File: src/rtl/mccm_pkg.sv
package mccm_pkg;

  // Default sizes of the chain storage.
  localparam int MAX_MATRICES_DEF = 8;
  localparam int DIM_BITS_DEF     = 16;

  // Fixed field widths of the words on the ports.
  localparam int DIM_FIELD_W  = 16;
  localparam int IDX_OUT_W    = 3;
  localparam int CHAIN_COST_W = 51;

  // Internal cost arithmetic wraps at this width.
  localparam int COST_W = 64;

  // A chain needs at least this many dimensions (one matrix).
  localparam int MIN_DIMS = 2;

  // Input word: one chain dimension.
  typedef struct packed {
    logic [DIM_FIELD_W-1:0] dimension;
    logic                   last_dimension;
  } mccm_dim_t;

  // Output word: one table entry or the closing total.
  typedef struct packed {
    logic [IDX_OUT_W-1:0]    first_matrix;
    logic [IDX_OUT_W-1:0]    final_matrix;
    logic [CHAIN_COST_W-1:0] chain_cost;
    logic [IDX_OUT_W-1:0]    split_point;
    logic                    is_total;
    logic                    error_flag;
    logic                    last_result;
  } mccm_res_t;

  // Accumulator operations of the shared arithmetic unit.
  typedef enum logic [1:0] {
    ACC_HOLD,
    ACC_LOAD,
    ACC_ADD
  } mccm_acc_op_t;

  // Control word from the sequencer to the arithmetic unit.
  typedef struct packed {
    logic         mul_en;
    mccm_acc_op_t acc_op;
  } mccm_arith_ctrl_t;

  // Sequencer states.
  typedef enum logic [3:0] {
    ST_LOAD,
    ST_CELL_RDI,
    ST_CELL_RDJ,
    ST_CELL_MUL,
    ST_CELL_PC,
    ST_K_RD,
    ST_K_LEFT,
    ST_K_ADDLO,
    ST_K_ADDR,
    ST_K_ADDHI,
    ST_K_CMP,
    ST_K_WR,
    ST_EMIT_RD,
    ST_EMIT_LD
  } mccm_state_t;

endpackage

File: src/rtl/mccm_arith.sv
module mccm_arith #(
  parameter int DIM_BITS = 16
) (
  input  logic                          clk,
  input  mccm_pkg::mccm_arith_ctrl_t    ctrl,
  input  logic [DIM_BITS-1:0]           mul_a,
  input  logic [DIM_BITS-1:0]           mul_b,
  input  logic [mccm_pkg::COST_W-1:0]   acc_operand,
  output logic [2*DIM_BITS-1:0]         prod,
  output logic [mccm_pkg::COST_W-1:0]   acc
);
  import mccm_pkg::*;

  // Shared multiplier with a registered product.
  always_ff @(posedge clk) begin
    if (ctrl.mul_en) begin
      prod <= (2*DIM_BITS)'(mul_a) * (2*DIM_BITS)'(mul_b);
    end
  end

  // Accumulator: one wide add per cycle, wrapping at the cost width.
  always_ff @(posedge clk) begin
    case (ctrl.acc_op)
      ACC_LOAD: begin
        acc <= acc_operand;
      end
      ACC_ADD: begin
        acc <= acc + acc_operand;
      end
      default: begin
        acc <= acc;
      end
    endcase
  end

endmodule

File: config.mk
export PLATFORM = sky130hd
export DESIGN_NAME = mccm_arith
export DESIGN_NICKNAME = d
export VERILOG_FILES = /design/src/rtl/mccm_pkg.sv /design/src/rtl/mccm_arith.sv
export SDC_FILE = /design/constraint.sdc
export NUM_CORES = 1
export LEC_CHECK = 0
export ABC_AREA = 1
export BUFFER_PORTS_ARGS = -buffer_cell sky130_fd_sc_hd__buf_4
export CORE_MARGIN = 3
export CORE_UTILIZATION = 40
export DETAILED_ROUTE_END_ITERATION = 10
export PLACE_DENSITY_LB_ADDON = 0.08
export SYNTH_ARGS = -nofsm -noshare
export SYNTH_HDL_FRONTEND = slang
export SYNTH_SLANG_ARGS = --single-unit
File: constraint.sdc
create_clock -name clk -period 10.1 [get_ports clk]
set_input_delay 1.515 -clock clk [delete_from_list [all_inputs] [get_ports clk]]
set_output_delay 1.515 -clock clk [all_outputs]
set_load 0.05 [all_outputs]
==> metrics.md <==
| Metric | Value |
|---|---|
| Run status | `finished clean` |
| Cell family with the largest share of critical-path delay | `adder cells` |
| Sequential share of the synthesized area | `between 15 and 20%` |
| Slew @ Worst Pin | `965.0 ps` |
| Remaining antenna violation count | `0` |
| Crit-path cells | `buf_4, nand2_1, fa_1, fa_1, fa_1, fa_1, inv_1, fa_1, fa_1, ha_1, nand2_1, inv_1, nand2_1, o21ai_0, nand4_1, nand4_1, nand2_1` |
| Setup TNS Final | `0 ps` |
| Count of boundary I/O pins | `196` |
| Cells after synthesis | `between 2000 and 3000` |
| Clock network fraction of design power | `6.2%` |
| Data arrival time of the critical path | `6510 ps` |
| Clock sink total | `96` |
| Hpwl dp | `49.45 mm` |
| Weighted congestion reported at the end of routability-driven placement | `0.9191` |
| Horizontal die dimension | `~220 µm` |
| Number of global-route vias before repair | `17400` |
| Initial DRT Pass Iterations | `5` |
| Internal power of the cells | `0.002698 W` |
| Final Cycle Share | `62.84%` |
| Antenna Diode Count | `0` |
| Setup-violating endpoint count in the final report | `0` |
| Filler cell count in the final layout | `4807` |
| Overall fraction of global-route tracks in use | `24.53%` |
| Clock buffer depth | `2` |
| Root cell of the clock tree | `sky130_fd_sc_hd__clkbuf_16` |
| Fraction of layout cells with a size suffix above 1 | `8.530%` |
| Setup crit end kind | `flop` |
| Worst skew pair latency | `390 ps` |
| Final routed DRC violation total | `0` |
| Placeable Area | `44700 µm²` |
| Largest net degree at the start of global routing | `65` |
| Mean post-synth cell area | `approximately 6.7 µm²` |
| Layout overhead on the synthesized area | `12.24%` |
| Share of the synthesized area in compound gates (AO/OA/AOI/OAI) | `4.402%` |
| Sum of met2 wire segment lengths after detailed routing | `slightly below 30 mm` |
| Number of clock buffers inserted by TritonCTS | `9` |
| Final hold vios | `0` |
| Total met3 wirelength after detailed routing | `2.412 mm` |
| Highest metal used | `met4` |
| Post-synthesis cell type count | `36` |
| Async set-or-reset flop fraction in the synthesized netlist | `0%` |
| Fin. max-slew vios | `0` |
| Worst hold path type | `reg2reg` |
| Count of warnings emitted by yosys | `0` |
| Portion of total power attributed to combinational logic | `around 81%` |
| Number of port buffers | `195` |
| Total die area | `~48000 µm²` |
| Leakage power | `~12 nW` |
| Worst hold stages | `3` |
| Setup repair after global routing missed its margin | `no` |
| Antenna violations before repair | `0` |
| Total global routing overflow | `0` |
| Slowest Stage Delay on Critical Path | `590 ps` |
| TritonCTS clock tree | `yes` |
| Layout Nets | `roughly 3300` |
| Ys flop type | `sky130_fd_sc_hd__edfxtp_1` |
| Main combinational cell family by area after synthesis | `adder cells` |
| Required time reported for the critical path endpoint | `10260 ps` |
| Area fraction of the dominant cell type after synthesis | `21.29%` |
| Fraction of the core area covered by cells at the end of the flow | `46.04%` |
| Max-slew headroom | `35.66%` |
| Cell Pwr Density | `302.4 nW/µm²` |
| Reported max-cap violation count | `0` |
| Post-Synthesis Net Count | `3211` |
| Critical setup path kind | `in2reg` |
| Peak fanout along the critical path | `16` |
| Largest cells by area after synthesis | `sky130_fd_sc_hd__fa_1 21%, sky130_fd_sc_hd__nand2_1 20%, sky130_fd_sc_hd__edfxtp_1 16%` |
| Maximum achievable frequency | `between 0.15 and 0.2 GHz` |
| Total standard cell area after synthesis | `18340 µm²` |
| Post-synthesis mux area share | `0%` |
| DRT Wirelength | `58.01 mm` |
| Starting density of the core | `41.02%` |
| Largest clock skew in the final design | `15.17 ps` |
| Wire length per cell after detailed routing | `16.69 µm` |
| Nature of the critical path startpoint | `primary input` |
| Switching share of power | `56.65%` |
| XOR/XNOR share of the synthesized area | `under 10%` |
| First-pass GRT wire length | `91.51 mm` |
| Buf+Inv Stages, Crit Path | `3` |
| Clock period minus worst slack | `6346 ps` |
| Number of synthesized flops with an enable pin | `96` |
| Number of hold buffers added after cts | `0` |
| Seq pwr share | `12.5%` |
| Cell seen most often among critical-path stages | `sky130_fd_sc_hd__fa_1` |
| Peak ir drop on the vdd network | `0.3817 mV` |
| Via density per instance | `roughly 4.8` |
| Reg2Reg Depth | `14` |
| Count of instances resized after the clock tree is built | `0` |
| # rows | `77` |
| Cell with the biggest individual delay on the critical path | `sky130_fd_sc_hd__fa_1` |
| Net switching power | `0.003526 W` |
| Number of DRC markers after the initial detailed-route iteration | `836` |
| Clock-pin slew on the worst setup and hold paths | `90 ps` |
| Register bit total from synthesis | `96` |
| Area share of and/or/nand/nor cells after synthesis | `28.48%` |
| Count of H-tree levels built during CTS | `3` |
| Worst path depth | `17` |
| Area leader, netlist | `sky130_fd_sc_hd__fa_1` |
| Routed metal-1 wire length | `around 23 mm` |
| Via count of the routed design | `16760` |
| Synthesized-area fraction occupied by adder cells | `32.76%` |
| Die Span Y | `220.1 µm` |
| Post-CTS repair timing setup buffer count | `0` |
==> cell usage in the layout, fill, tap and decap left out, types with 5 or more instances in the layout <==
cell type	Yosys	layout
sky130_fd_sc_hd__a21oi_1	76	76
sky130_fd_sc_hd__a31oi_1	5	5
sky130_fd_sc_hd__buf_4	0	198
sky130_fd_sc_hd__clkbuf_16	0	9
sky130_fd_sc_hd__edfxtp_1	96	96
sky130_fd_sc_hd__fa_1	195	195
sky130_fd_sc_hd__ha_1	168	168
sky130_fd_sc_hd__inv_1	702	700
sky130_fd_sc_hd__inv_2	3	5
sky130_fd_sc_hd__nand2_1	996	996
sky130_fd_sc_hd__nand2_2	7	7
sky130_fd_sc_hd__nand3_1	97	97
sky130_fd_sc_hd__nand3b_1	9	9
sky130_fd_sc_hd__nand4_1	13	13
sky130_fd_sc_hd__nor2_1	136	136
sky130_fd_sc_hd__nor2_2	8	8
sky130_fd_sc_hd__nor3_1	21	21
sky130_fd_sc_hd__o21ai_0	38	38
sky130_fd_sc_hd__o21ai_1	14	14
sky130_fd_sc_hd__o21bai_1	8	8
sky130_fd_sc_hd__xnor2_1	37	37
sky130_fd_sc_hd__xor2_1	17	17
==> cell families after synthesis <==
group	after synthesis
and+or+nand+nor	1301
buffers and inverters	784
adders and majority gates	363
AOI/OAI and AO/OA	150
DFF	96
xor gates and xnor gates	54
==> through the flow <==
| step | setup WS, ps | hold slack [ps] | std cells | cell area (µm²) | power, W |
|---|---|---|---|---|---|
| after floorplan | 3484 | 1004 | 2748 | 18340 | 0.004353 |
| after CTS | 3778 | 687.6 | 3476 | 20580 | 0.006362 |
| after global placement | 3355 | 657.2 | 3460 | 20270 | 0.005936 |
| after global routing | 3440 | 742.3 | 3476 | 20580 | 0.006931 |
| after detailed placement | 3318 | 667.4 | 3460 | 20270 | 0.005935 |
| final | 3754 | 677.6 | 3476 | 20580 | 0.006224 |
==> power groups by stage <==
stage	Sequential, W	Combinational, W	Clock (W)
2_1_floorplan	0.00109	0.00326	0
3_3_place_gp	0.000788	0.00515	0
3_5_place_dp	0.000788	0.00515	0
4_1_cts	0.000780	0.00518	0.000405
5_1_grt	0.000788	0.00573	0.000413
6_report	0.000778	0.00506	0.000388
==> per-layer routing <==
metal  GRT usage (%)  vias to the layer above
li1                -                     8343
met1           28.75                     7915
met2           44.83                      394
met3           3.047                      110
met4           10.75                        0
met5               0                        -
==> path summary, 6_finish.rpt <==
| path | slack [ps] | from | to |
|---|---|---|---|
| setup / recovery | 3750 | mul_b[1] | prod[29]$_DFFE_PP_ |
| hold / removal | 680 | acc[0]$_DFFE_PP_ | acc[0]$_DFFE_PP_ |
| setup reg to reg | 7380 | acc[0]$_DFFE_PP_ | acc[44]$_DFFE_PP_ |
| hold reg to reg | 680 | acc[0]$_DFFE_PP_ | acc[0]$_DFFE_PP_ |
==> flip-flops by register name (all words and copies together) (netlist names) <==
register,flops
acc,64
prod,32
==> worst min-delay path: cells and delay by family, from the launching register on <==
| family | cells | cell delay, ps |
|---|---|---|
| flops | 1 | 350 |
| fa+ha+maj | 1 | 120 |
| simple gates | 2 | 90 |
==> cells in the mapped netlist, types with 3 or more instances <==
cell type and count:
sky130_fd_sc_hd__a21o_1 4, sky130_fd_sc_hd__a21oi_1 76, sky130_fd_sc_hd__a31oi_1 5, sky130_fd_sc_hd__clkbuf_1 75, sky130_fd_sc_hd__edfxtp_1 96, sky130_fd_sc_hd__fa_1 195, sky130_fd_sc_hd__ha_1 168, sky130_fd_sc_hd__inv_1 702
sky130_fd_sc_hd__inv_2 3, sky130_fd_sc_hd__nand2_1 996, sky130_fd_sc_hd__nand2_2 7, sky130_fd_sc_hd__nand3_1 97, sky130_fd_sc_hd__nand3_2 4, sky130_fd_sc_hd__nand3b_1 9, sky130_fd_sc_hd__nand4_1 13, sky130_fd_sc_hd__nor2_1 136
sky130_fd_sc_hd__nor2_2 8, sky130_fd_sc_hd__nor3_1 21, sky130_fd_sc_hd__o21ai_0 38, sky130_fd_sc_hd__o21ai_1 14, sky130_fd_sc_hd__o21bai_1 8, sky130_fd_sc_hd__xnor2_1 37, sky130_fd_sc_hd__xor2_1 17
==> area by class of cell <==
class                           count  area, µm²  area share, %
Tap cell                          592      740.7          3.599
Inverter                          706       2650          12.88
Clock inverter                      7      87.58         0.4256
Timing Repair Buffer              198       1486          7.223
Multi-Input combinational cell   1868      12510          60.77
Sequential cell                    96       2883          14.01
Clock buffer                        9      225.2          1.094
(Power assumes the default switching activity.)
