===== src/rtl/mccm_pkg.sv =====
package mccm_pkg;

  // Default sizes of the chain storage.
  localparam int MAX_MATRICES_DEF = 8;
  localparam int DIM_BITS_DEF     = 16;

  // Fixed field widths of the words on the ports.
  localparam int DIM_FIELD_W  = 16;
  localparam int IDX_OUT_W    = 3;
  localparam int CHAIN_COST_W = 51;

  // Internal cost arithmetic wraps at this width.
  localparam int COST_W = 64;

  // A chain needs at least this many dimensions (one matrix).
  localparam int MIN_DIMS = 2;

  // Input word: one chain dimension.
  typedef struct packed {
    logic [DIM_FIELD_W-1:0] dimension;
    logic                   last_dimension;
  } mccm_dim_t;

  // Output word: one table entry or the closing total.
  typedef struct packed {
    logic [IDX_OUT_W-1:0]    first_matrix;
    logic [IDX_OUT_W-1:0]    final_matrix;
    logic [CHAIN_COST_W-1:0] chain_cost;
    logic [IDX_OUT_W-1:0]    split_point;
    logic                    is_total;
    logic                    error_flag;
    logic                    last_result;
  } mccm_res_t;

  // Accumulator operations of the shared arithmetic unit.
  typedef enum logic [1:0] {
    ACC_HOLD,
    ACC_LOAD,
    ACC_ADD
  } mccm_acc_op_t;

  // Control word from the sequencer to the arithmetic unit.
  typedef struct packed {
    logic         mul_en;
    mccm_acc_op_t acc_op;
  } mccm_arith_ctrl_t;

  // Sequencer states.
  typedef enum logic [3:0] {
    ST_LOAD,
    ST_CELL_RDI,
    ST_CELL_RDJ,
    ST_CELL_MUL,
    ST_CELL_PC,
    ST_K_RD,
    ST_K_LEFT,
    ST_K_ADDLO,
    ST_K_ADDR,
    ST_K_ADDHI,
    ST_K_CMP,
    ST_K_WR,
    ST_EMIT_RD,
    ST_EMIT_LD
  } mccm_state_t;

endpackage


===== src/rtl/mccm_seq.sv =====
module mccm_seq #(
  parameter int MAX_MATRICES = 8,
  parameter int DIM_BITS     = 16
) (
  input  logic                          clk,
  input  logic                          rst,
  input  logic                          dim_valid,
  output logic                          dim_ready,
  input  mccm_pkg::mccm_dim_t           dim_word,
  output logic                          res_valid,
  input  logic                          res_ready,
  output mccm_pkg::mccm_res_t           res_word,
  output mccm_pkg::mccm_arith_ctrl_t    arith_ctrl,
  output logic [DIM_BITS-1:0]           mul_a,
  output logic [DIM_BITS-1:0]           mul_b,
  output logic [mccm_pkg::COST_W-1:0]   acc_operand,
  input  logic [2*DIM_BITS-1:0]         prod,
  input  logic [mccm_pkg::COST_W-1:0]   acc
);
  import mccm_pkg::*;

  localparam int CAP    = MAX_MATRICES + 1;
  localparam int DAW    = $clog2(MAX_MATRICES + 1);
  localparam int TW     = $clog2(MAX_MATRICES);
  localparam int CW     = $clog2(MAX_MATRICES + 2);
  localparam int TDEPTH = 1 << (2 * TW);
  localparam int ENT_W  = COST_W + DAW;

  // Sequencer and index registers.
  mccm_state_t         state, state_next;
  logic [CW-1:0]       count, count_next;
  logic                too_many, too_many_next;
  logic [DAW-1:0]      n, n_next;
  logic [DAW-1:0]      i, i_next;
  logic [DAW-1:0]      j, j_next;
  logic [DAW-1:0]      k, k_next;
  logic                emit_total, emit_total_next;

  // Datapath registers.
  logic [DIM_BITS-1:0]   di, di_next;
  logic [DIM_BITS-1:0]   dk, dk_next;
  logic [2*DIM_BITS-1:0] pc, pc_next;
  logic [COST_W-1:0]     best, best_next;
  logic [DAW-1:0]        best_split, best_split_next;
  mccm_res_t             res_word_next;
  logic                  res_valid_next;

  // Dimension store and cost/split table.
  logic [DIM_BITS-1:0] dim_mem [CAP];
  logic [DIM_BITS-1:0] dim_rd;
  logic                dim_we, dim_re;
  logic [DAW-1:0]      dim_waddr, dim_raddr;
  logic [ENT_W-1:0]    tbl_mem [TDEPTH];
  logic [ENT_W-1:0]    tbl_rd;
  logic                tbl_we, tbl_re;
  logic [2*TW-1:0]     tbl_waddr, tbl_raddr;

  // Helper values.
  logic                accept, out_free, cnt_full, tm_after;
  logic [CW-1:0]       cnt_after;
  logic [DAW-1:0]      k_inc, j_inc, i_inc, i_inc2, n_dec;
  logic [COST_W-1:0]   tbl_cost, cost_left, cost_right;

  assign accept     = dim_valid && dim_ready;
  assign out_free   = !res_valid || res_ready;
  assign dim_ready  = (state == ST_LOAD) && out_free;
  assign cnt_full   = (count == CW'(CAP));
  assign cnt_after  = cnt_full ? count : count + CW'(1);
  assign tm_after   = too_many || cnt_full;
  assign k_inc      = k + DAW'(1);
  assign j_inc      = j + DAW'(1);
  assign i_inc      = i + DAW'(1);
  assign i_inc2     = i + DAW'(2);
  assign n_dec      = n - DAW'(1);
  assign tbl_cost   = tbl_rd[COST_W-1:0];
  assign cost_left  = (k == i) ? '0 : tbl_cost;
  assign cost_right = (k_inc == j) ? '0 : tbl_cost;

  // Dimension store: one write and one registered read per cycle.
  always_ff @(posedge clk) begin
    if (dim_we) begin
      dim_mem[dim_waddr] <= DIM_BITS'(dim_word.dimension);
    end
    if (dim_re) begin
      dim_rd <= dim_mem[dim_raddr];
    end
  end

  // Table memory holds {split, cost} per entry, row in the upper index bits.
  always_ff @(posedge clk) begin
    if (tbl_we) begin
      tbl_mem[tbl_waddr] <= {best_split, best};
    end
    if (tbl_re) begin
      tbl_rd <= tbl_mem[tbl_raddr];
    end
  end

  // State and control registers.
  always_ff @(posedge clk) begin
    if (rst) begin
      state      <= ST_LOAD;
      count      <= '0;
      too_many   <= 1'b0;
      emit_total <= 1'b0;
      res_valid  <= 1'b0;
    end else begin
      state      <= state_next;
      count      <= count_next;
      too_many   <= too_many_next;
      emit_total <= emit_total_next;
      res_valid  <= res_valid_next;
    end
  end

  // Payload registers.
  always_ff @(posedge clk) begin
    n          <= n_next;
    i          <= i_next;
    j          <= j_next;
    k          <= k_next;
    di         <= di_next;
    dk         <= dk_next;
    pc         <= pc_next;
    best       <= best_next;
    best_split <= best_split_next;
    res_word   <= res_word_next;
  end

  // Next state, register updates and unit control.
  always_comb begin
    state_next      = state;
    count_next      = count;
    too_many_next   = too_many;
    n_next          = n;
    i_next          = i;
    j_next          = j;
    k_next          = k;
    emit_total_next = emit_total;
    di_next         = di;
    dk_next         = dk;
    pc_next         = pc;
    best_next       = best;
    best_split_next = best_split;
    res_word_next   = res_word;
    res_valid_next  = res_valid && !res_ready;
    dim_we          = 1'b0;
    dim_re          = 1'b0;
    dim_waddr       = count[DAW-1:0];
    dim_raddr       = i;
    tbl_we          = 1'b0;
    tbl_re          = 1'b0;
    tbl_waddr       = {i[TW-1:0], j[TW-1:0]};
    tbl_raddr       = {i[TW-1:0], k[TW-1:0]};
    arith_ctrl      = '{mul_en: 1'b0, acc_op: ACC_HOLD};
    mul_a           = di;
    mul_b           = dim_rd;
    acc_operand     = cost_left;

    case (state)
      // Take dimension words; the last one starts the run or reports an error.
      ST_LOAD: begin
        if (accept) begin
          dim_we = !cnt_full;
          if (dim_word.last_dimension) begin
            count_next    = '0;
            too_many_next = 1'b0;
            if (tm_after || (cnt_after < CW'(MIN_DIMS))) begin
              res_word_next  = '{first_matrix: '0, final_matrix: '0, chain_cost: '0,
                                 split_point: '0, is_total: 1'b1, error_flag: 1'b1,
                                 last_result: 1'b1};
              res_valid_next = 1'b1;
            end else begin
              n_next = DAW'(cnt_after - CW'(1));
              if (cnt_after == CW'(MIN_DIMS)) begin
                emit_total_next = 1'b1;
                state_next      = ST_EMIT_RD;
              end else begin
                i_next     = '0;
                j_next     = DAW'(1);
                state_next = ST_CELL_RDI;
              end
            end
          end else begin
            count_next    = cnt_after;
            too_many_next = tm_after;
          end
        end
      end

      // Per table entry: fetch the outer dimensions and form their product.
      ST_CELL_RDI: begin
        dim_re     = 1'b1;
        dim_raddr  = i;
        state_next = ST_CELL_RDJ;
      end
      ST_CELL_RDJ: begin
        di_next    = dim_rd;
        dim_re     = 1'b1;
        dim_raddr  = j_inc;
        state_next = ST_CELL_MUL;
      end
      ST_CELL_MUL: begin
        arith_ctrl.mul_en = 1'b1;
        mul_a             = di;
        mul_b             = dim_rd;
        k_next            = i;
        state_next        = ST_CELL_PC;
      end
      ST_CELL_PC: begin
        pc_next    = prod;
        state_next = ST_K_RD;
      end

      // Per split: fetch the middle dimension and the left sub-chain cost.
      ST_K_RD: begin
        dim_re     = 1'b1;
        dim_raddr  = k_inc;
        tbl_re     = 1'b1;
        tbl_raddr  = {i[TW-1:0], k[TW-1:0]};
        state_next = ST_K_LEFT;
      end
      ST_K_LEFT: begin
        dk_next           = dim_rd;
        arith_ctrl.mul_en = 1'b1;
        mul_a             = pc[DIM_BITS-1:0];
        mul_b             = dim_rd;
        arith_ctrl.acc_op = ACC_LOAD;
        acc_operand       = cost_left;
        tbl_re            = 1'b1;
        tbl_raddr         = {k_inc[TW-1:0], j[TW-1:0]};
        state_next        = ST_K_ADDLO;
      end
      ST_K_ADDLO: begin
        arith_ctrl.acc_op = ACC_ADD;
        acc_operand       = COST_W'(prod);
        arith_ctrl.mul_en = 1'b1;
        mul_a             = pc[2*DIM_BITS-1:DIM_BITS];
        mul_b             = dk;
        state_next        = ST_K_ADDR;
      end
      ST_K_ADDR: begin
        arith_ctrl.acc_op = ACC_ADD;
        acc_operand       = cost_right;
        state_next        = ST_K_ADDHI;
      end
      ST_K_ADDHI: begin
        arith_ctrl.acc_op = ACC_ADD;
        acc_operand       = COST_W'(prod) << DIM_BITS;
        state_next        = ST_K_CMP;
      end

      // Keep the largest cost; the first split seeds it, ties keep the earlier one.
      ST_K_CMP: begin
        if ((k == i) || (acc > best)) begin
          best_next       = acc;
          best_split_next = k_inc;
        end
        k_next     = k_inc;
        state_next = (k_inc == j) ? ST_K_WR : ST_K_RD;
      end

      // Store the entry and move to the next cell, diagonal by diagonal.
      ST_K_WR: begin
        tbl_we    = 1'b1;
        tbl_waddr = {i[TW-1:0], j[TW-1:0]};
        if (j_inc == n) begin
          if (i == '0) begin
            i_next          = '0;
            j_next          = DAW'(1);
            emit_total_next = 1'b0;
            state_next      = ST_EMIT_RD;
          end else begin
            i_next     = '0;
            j_next     = DAW'(j - i + DAW'(1));
            state_next = ST_CELL_RDI;
          end
        end else begin
          i_next     = i_inc;
          j_next     = j_inc;
          state_next = ST_CELL_RDI;
        end
      end

      // Read out the upper triangle row by row, then the total.
      ST_EMIT_RD: begin
        tbl_re     = 1'b1;
        tbl_raddr  = emit_total ? {{TW{1'b0}}, n_dec[TW-1:0]} : {i[TW-1:0], j[TW-1:0]};
        state_next = ST_EMIT_LD;
      end
      ST_EMIT_LD: begin
        if (out_free) begin
          res_valid_next = 1'b1;
          if (emit_total) begin
            res_word_next.first_matrix = '0;
            res_word_next.final_matrix = IDX_OUT_W'(n_dec);
            res_word_next.chain_cost   = (n == DAW'(1)) ? '0 : tbl_rd[CHAIN_COST_W-1:0];
            res_word_next.split_point  = '0;
            res_word_next.is_total     = 1'b1;
            res_word_next.error_flag   = 1'b0;
            res_word_next.last_result  = 1'b1;
            emit_total_next            = 1'b0;
            state_next                 = ST_LOAD;
          end else begin
            res_word_next.first_matrix = IDX_OUT_W'(i);
            res_word_next.final_matrix = IDX_OUT_W'(j);
            res_word_next.chain_cost   = tbl_rd[CHAIN_COST_W-1:0];
            res_word_next.split_point  = IDX_OUT_W'(tbl_rd[COST_W +: DAW]);
            res_word_next.is_total     = 1'b0;
            res_word_next.error_flag   = 1'b0;
            res_word_next.last_result  = 1'b0;
            if (j_inc == n) begin
              if (i_inc2 < n) begin
                i_next = i_inc;
                j_next = i_inc2;
              end else begin
                emit_total_next = 1'b1;
              end
            end else begin
              j_next = j_inc;
            end
            state_next = ST_EMIT_RD;
          end
        end
      end

      default: begin
        state_next = ST_LOAD;
      end
    endcase
  end

endmodule


===== config.mk =====
export PLATFORM = sky130hd
export DESIGN_NAME = mccm_seq
export DESIGN_NICKNAME = d
export VERILOG_FILES = /design/src/rtl/mccm_pkg.sv /design/src/rtl/mccm_seq.sv
export SDC_FILE = /design/constraint.sdc
export NUM_CORES = 2
export LEC_CHECK = 0
export BUFFER_PORTS_ARGS = -buffer_cell sky130_fd_sc_hd__clkbuf_2
export CELL_PAD_IN_SITES_DETAIL_PLACEMENT = 1
export CELL_PAD_IN_SITES_GLOBAL_PLACEMENT = 2
export CORE_MARGIN = 4
export CORE_UTILIZATION = 27
export DETAILED_ROUTE_END_ITERATION = 8
export PLACE_DENSITY = 0.5
export SLEW_MARGIN = 20
export SYNTH_ARGS = -nofsm -noshare
export SYNTH_HDL_FRONTEND = slang
export SYNTH_MEMORY_MAX_BITS = 65536
export SYNTH_SLANG_ARGS = --single-unit
export TNS_END_PERCENT = 5

===== constraint.sdc =====
create_clock -name clk -period 11.4 [get_ports clk]
set_input_delay 0.57 -clock clk [delete_from_list [all_inputs] [get_ports clk]]
set_output_delay 0.57 -clock clk [all_outputs]
set_load 0.02 [all_outputs]

==> impl_metrics.ini <==
[outcome]
outcome = finished clean

[detailed_routing]
drt_pre_antenna_iters = 6
detail_routed_via_count_per_cell = 5.06
drc_errors = 0
routed_wl_microns = 699000
final_antenna_net_count = 0
via_count = 106000
post_drt_wl_per_cell_microns = 33.5
dr.first_iter.drc_count = 11000

[yosys]
synth_mux_area_share_pct = 7.48
synth_top_family_by_area = simple AND/OR/NAND/NOR gates
synth.top_cells.by_area = sky130_fd_sc_hd__edfxtp_1, sky130_fd_sc_hd__mux4_2, sky130_fd_sc_hd__nand2_1
post_synthesis_simple_gate_area_fraction_pct = 8.19
postSynthRegisterBits = 4735
synth_cell_types = 70
synth-adder-area-share_pct = 0.599
synth_top_area_cell = sky130_fd_sc_hd__edfxtp_1
post_synthesis_instance_area_sq_mm = 0.183
number_of_flops_mapped_to_enable_cells_by_yosys = 4724
synth_sequential_area_ratio_pct = 77.7
ys_async_sr_fraction_pct = 0
postSynthNetCount = 11000
synthCells = 10800
commonest_register_cell_after_synthesis = sky130_fd_sc_hd__edfxtp_1
post_synth.cell_area_avg_sq_um = 16.9
share_of_the_synthesized_netlist_area_taken_by_xor_and_xnor_gates_pct = 0.138
yosysTopAreaCellShare_pct = 77.5
synth-warning-count = 0
synth-compound-area-share_pct = 4.09

[die]
io_pins = 281
fp.dieW_microns = 831
floorplan.initialDensity_pct = 27.1
fp.coreArea_sq_mm = 0.676
die_area_sq_mm = 0.691
die_height_microns = 831
row_count = 302

[place]
preCtsSetupSlack_ps = 4750
final_replace_weighted_congestion = 0.777
dpl.hpwl_microns = 385000
placed_cells_incl_taps = 19800
port_buffers = 280

[clocking]
post_cts.resized_instances = 0
tritoncts = built
clkTransAtPathRegs_ps = 50
cts_max_level = 6
cts_hold_repair.buffers = 118
cts_root_buffer = sky130_fd_sc_hd__clkbuf_16
clockBufferDepth = 4
cts_inserted_buffers = 536
cts.repair_timing.setup_buffer_count = 0
cts.sinks = 4735
clkLatencyLatePin_ps = 1090

[worst_setup_path]
r2r_setup_slack_ps = 5200
worst_r2r_endpoint = tbl_rd[56]
critical_path.top_delay_family = buffers and inverters
setup_crit_path_kind = reg2reg
data_arrival_at_the_endpoint_of_the_critical_path_ps = 6960
path_cells = nor2_4, nand3_2, inv_2, nand2_1, and3_4, buf_4, buf_4, buf_4, buf_16, mux4_1, a22oi_1, nand3_1, a311oi_1, nand4_1
worst_r2r_start = state[3]
crit_path_top_delay_cell = sky130_fd_sc_hd__dfxtp_1
critical_path.max_fanout = 55
critPathBufInv = 5
worst_setup_path_end_kind = register
critPathRequiredTime_ps = 12160
largest_incremental_delay_on_the_critical_path_ps = 950
timing.reg2reg.worst_path_depth = 14
critPathLaunchType = register
cp_common_cell = sky130_fd_sc_hd__buf_4

[timing]
timing.final.crit_period_ps = 6200
max_clock_freq_ghz = 0.161
post-route-period-util_pct = 54.4
worstMarginPinSlew_ps = 1300
fin_worst_skew_ps = 41.7
slew_headroom_pct = 13.0
rsz_0062_raised_after_global_routing = no
fin_ws_ps = 5200
setup_viol_count_final = 0
final_max_slew_viol_count = 0
finalSetupTns_ps = 0
finalHoldViolations = 0

[global_route]
grt_pass1_vias = 110000
grt_first_pass_wirelength_microns = 950000
grt_overflow = 0
grt_util_all_layers_pct = 19.6
grt_start_max_net_pins = 142
antenna_violations_before_repair = 52

[final_layout]
utilization_pct = 31.7
post_route_cells_drive_above_1_share_pct = 16.4
final_layout_net_count = 11700
area.growth.synth_to_final_pct = 17.2
layout.cells.non_filler = 20900
filler_cell_count = 68900

[min_path]
holdPathStages = 2
timing.hold.worst_endpoint = best[54]
timing.hold.worst.start = acc[54]
hp-class = in2reg

[pwr]
static-leakage-power_nw = 69.4
worst_vdd_rail_ir_drop_v = 0.000161
p_per_area_mw_per_mm2 = 188

[job]
drv_cap = 0
[metrics by stage]
stage | power (mW) | cell area, sq um | hold WS, ps
after floorplan | 21.9 | 183000 | 441
after global placement | 24.2 | 197000 | 464
after detailed placement | 24.3 | 197000 | 468
after CTS | 40.9 | 214000 | 126
after global routing | 41.8 | 214000 | 183
final | 40.4 | 214000 | 255
[cell usage after synthesis (11+ instances only)]
master / n
sky130_fd_sc_hd__buf_6: 27
sky130_fd_sc_hd__buf_2: 147
sky130_fd_sc_hd__nor3_1: 22
sky130_fd_sc_hd__nor2b_1: 19
sky130_fd_sc_hd__o21ai_0: 49
sky130_fd_sc_hd__a31oi_1: 172
sky130_fd_sc_hd__ha_1: 86
sky130_fd_sc_hd__a32oi_1: 217
sky130_fd_sc_hd__a21oi_1: 95
sky130_fd_sc_hd__buf_1: 49
sky130_fd_sc_hd__inv_1: 107
sky130_fd_sc_hd__a311oi_1: 37
sky130_fd_sc_hd__nand2_1: 2136
sky130_fd_sc_hd__mux4_2: 459
sky130_fd_sc_hd__a21o_1: 23
sky130_fd_sc_hd__nor2_1: 175
sky130_fd_sc_hd__nand4_1: 277
sky130_fd_sc_hd__a222oi_1: 16
sky130_fd_sc_hd__nand2b_1: 19
sky130_fd_sc_hd__and2_1: 88
sky130_fd_sc_hd__and3_1: 59
sky130_fd_sc_hd__o22ai_1: 33
sky130_fd_sc_hd__a32o_1: 30
sky130_fd_sc_hd__a22oi_1: 257
sky130_fd_sc_hd__clkbuf_1: 387
sky130_fd_sc_hd__nand3_1: 625
sky130_fd_sc_hd__dfxtp_1: 11
sky130_fd_sc_hd__edfxtp_1: 4724
sky130_fd_sc_hd__mux4_1: 11
sky130_fd_sc_hd__xnor2_1: 17
sky130_fd_sc_hd__mux2i_1: 287
sky130_fd_sc_hd__mux2_2: 17
sky130_fd_sc_hd__a311o_1: 15
sky130_fd_sc_hd__buf_4: 28
[cell usage in the layout (no fill, tap or decap), types with 47 or more instances in the layout]
cell type	synthesis	routed
sky130_fd_sc_hd__clkinv_1	0	126
sky130_fd_sc_hd__clkbuf_16	0	543
sky130_fd_sc_hd__clkinv_2	0	68
sky130_fd_sc_hd__nand2_1	2136	2132
sky130_fd_sc_hd__mux4_2	459	459
sky130_fd_sc_hd__clkbuf_1	387	117
sky130_fd_sc_hd__buf_12	1	49
sky130_fd_sc_hd__a21oi_1	95	92
sky130_fd_sc_hd__ha_1	86	86
sky130_fd_sc_hd__a32oi_1	217	217
sky130_fd_sc_hd__nor2_1	175	102
sky130_fd_sc_hd__and2_1	88	80
sky130_fd_sc_hd__nand3_1	625	624
sky130_fd_sc_hd__o21ai_0	49	47
sky130_fd_sc_hd__nand4_1	277	277
sky130_fd_sc_hd__a31oi_1	172	171
sky130_fd_sc_hd__inv_1	107	107
sky130_fd_sc_hd__a22oi_1	257	256
sky130_fd_sc_hd__edfxtp_1	4724	4724
sky130_fd_sc_hd__and3_1	59	57
sky130_fd_sc_hd__dlygate4sd3_1	0	118
sky130_fd_sc_hd__clkbuf_2	0	280
sky130_fd_sc_hd__buf_4	28	326
sky130_fd_sc_hd__nor2_4	1	72
sky130_fd_sc_hd__mux2i_1	287	287
[final cells by class]
class / count / area [sq um] / share of cell area [%]
Antenna cell: 19 / 47.5 / 0.0222
Inverter: 108 / 405 / 0.189
Tap cell: 8968 / 11200 / 5.23
Clock buffer: 664 / 14100 / 6.57
Sequential cell: 4735 / 142000 / 66.2
Clock inverter: 271 / 2280 / 1.06
Multi-Input combinational cell: 5340 / 38300 / 17.9
Timing Repair Buffer: 776 / 6060 / 2.83
[state kept, by name, indices dropped and copies added, names as in the netlist, 3 cells and up]
name and cells:
state 4, di 16, best_split 3, dim_rd 16, pc 32, dk 16
res_word 62, count 4, k 4, best 64, j 4, i 4
dim_mem 144, tbl_rd 67, n 4, tbl_mem 4288
[per-layer routing]
metal	vias up	share of wire (%)	global-route usage, %
li1	43800	-	-
met1	58000	44	26.9
met2	2955	49	33.5
met3	800	4.3	2.17
met4	10	2.5	4.63
met5	-	0.0092	0
[power breakdown]
part           leakage (nW)  internal [mW]  switching [mW]  total, mW
registers              42.6           19.2           0.129       19.3
logic                  18.8           1.26            3.31       4.57
clock network          7.99           9.39            7.17       16.6
total                  69.4           29.8            10.6       40.4
[kinds of logic (layout without fill, tap and decap cells)]
group           after synthesis  count (layout)
compound gates             1008            1008
xor+xnor                     28              28
fa+ha+maj                    87              87
buf+inv                     751            1819
flops                      4735            4735
mux                         774             774
other cells                   0              19
simple gates               3443            3443
[how the worst max path moves through the flow]
stage                        start    endpoint  slack (ps)  depth (start not counted)
final                     state[3]  tbl_rd[56]        5200                         14
after global routing      state[3]  tbl_rd[56]        4630                         14
after CTS                 state[3]  tbl_rd[56]        4740                         13
after detailed placement  state[3]  tbl_rd[56]        4750                         13
after global placement    state[3]  tbl_rd[56]        4840                         13
after floorplan            best[5]     best[0]        5170                         11
Note: power is estimated with default switching activity, not from simulation.
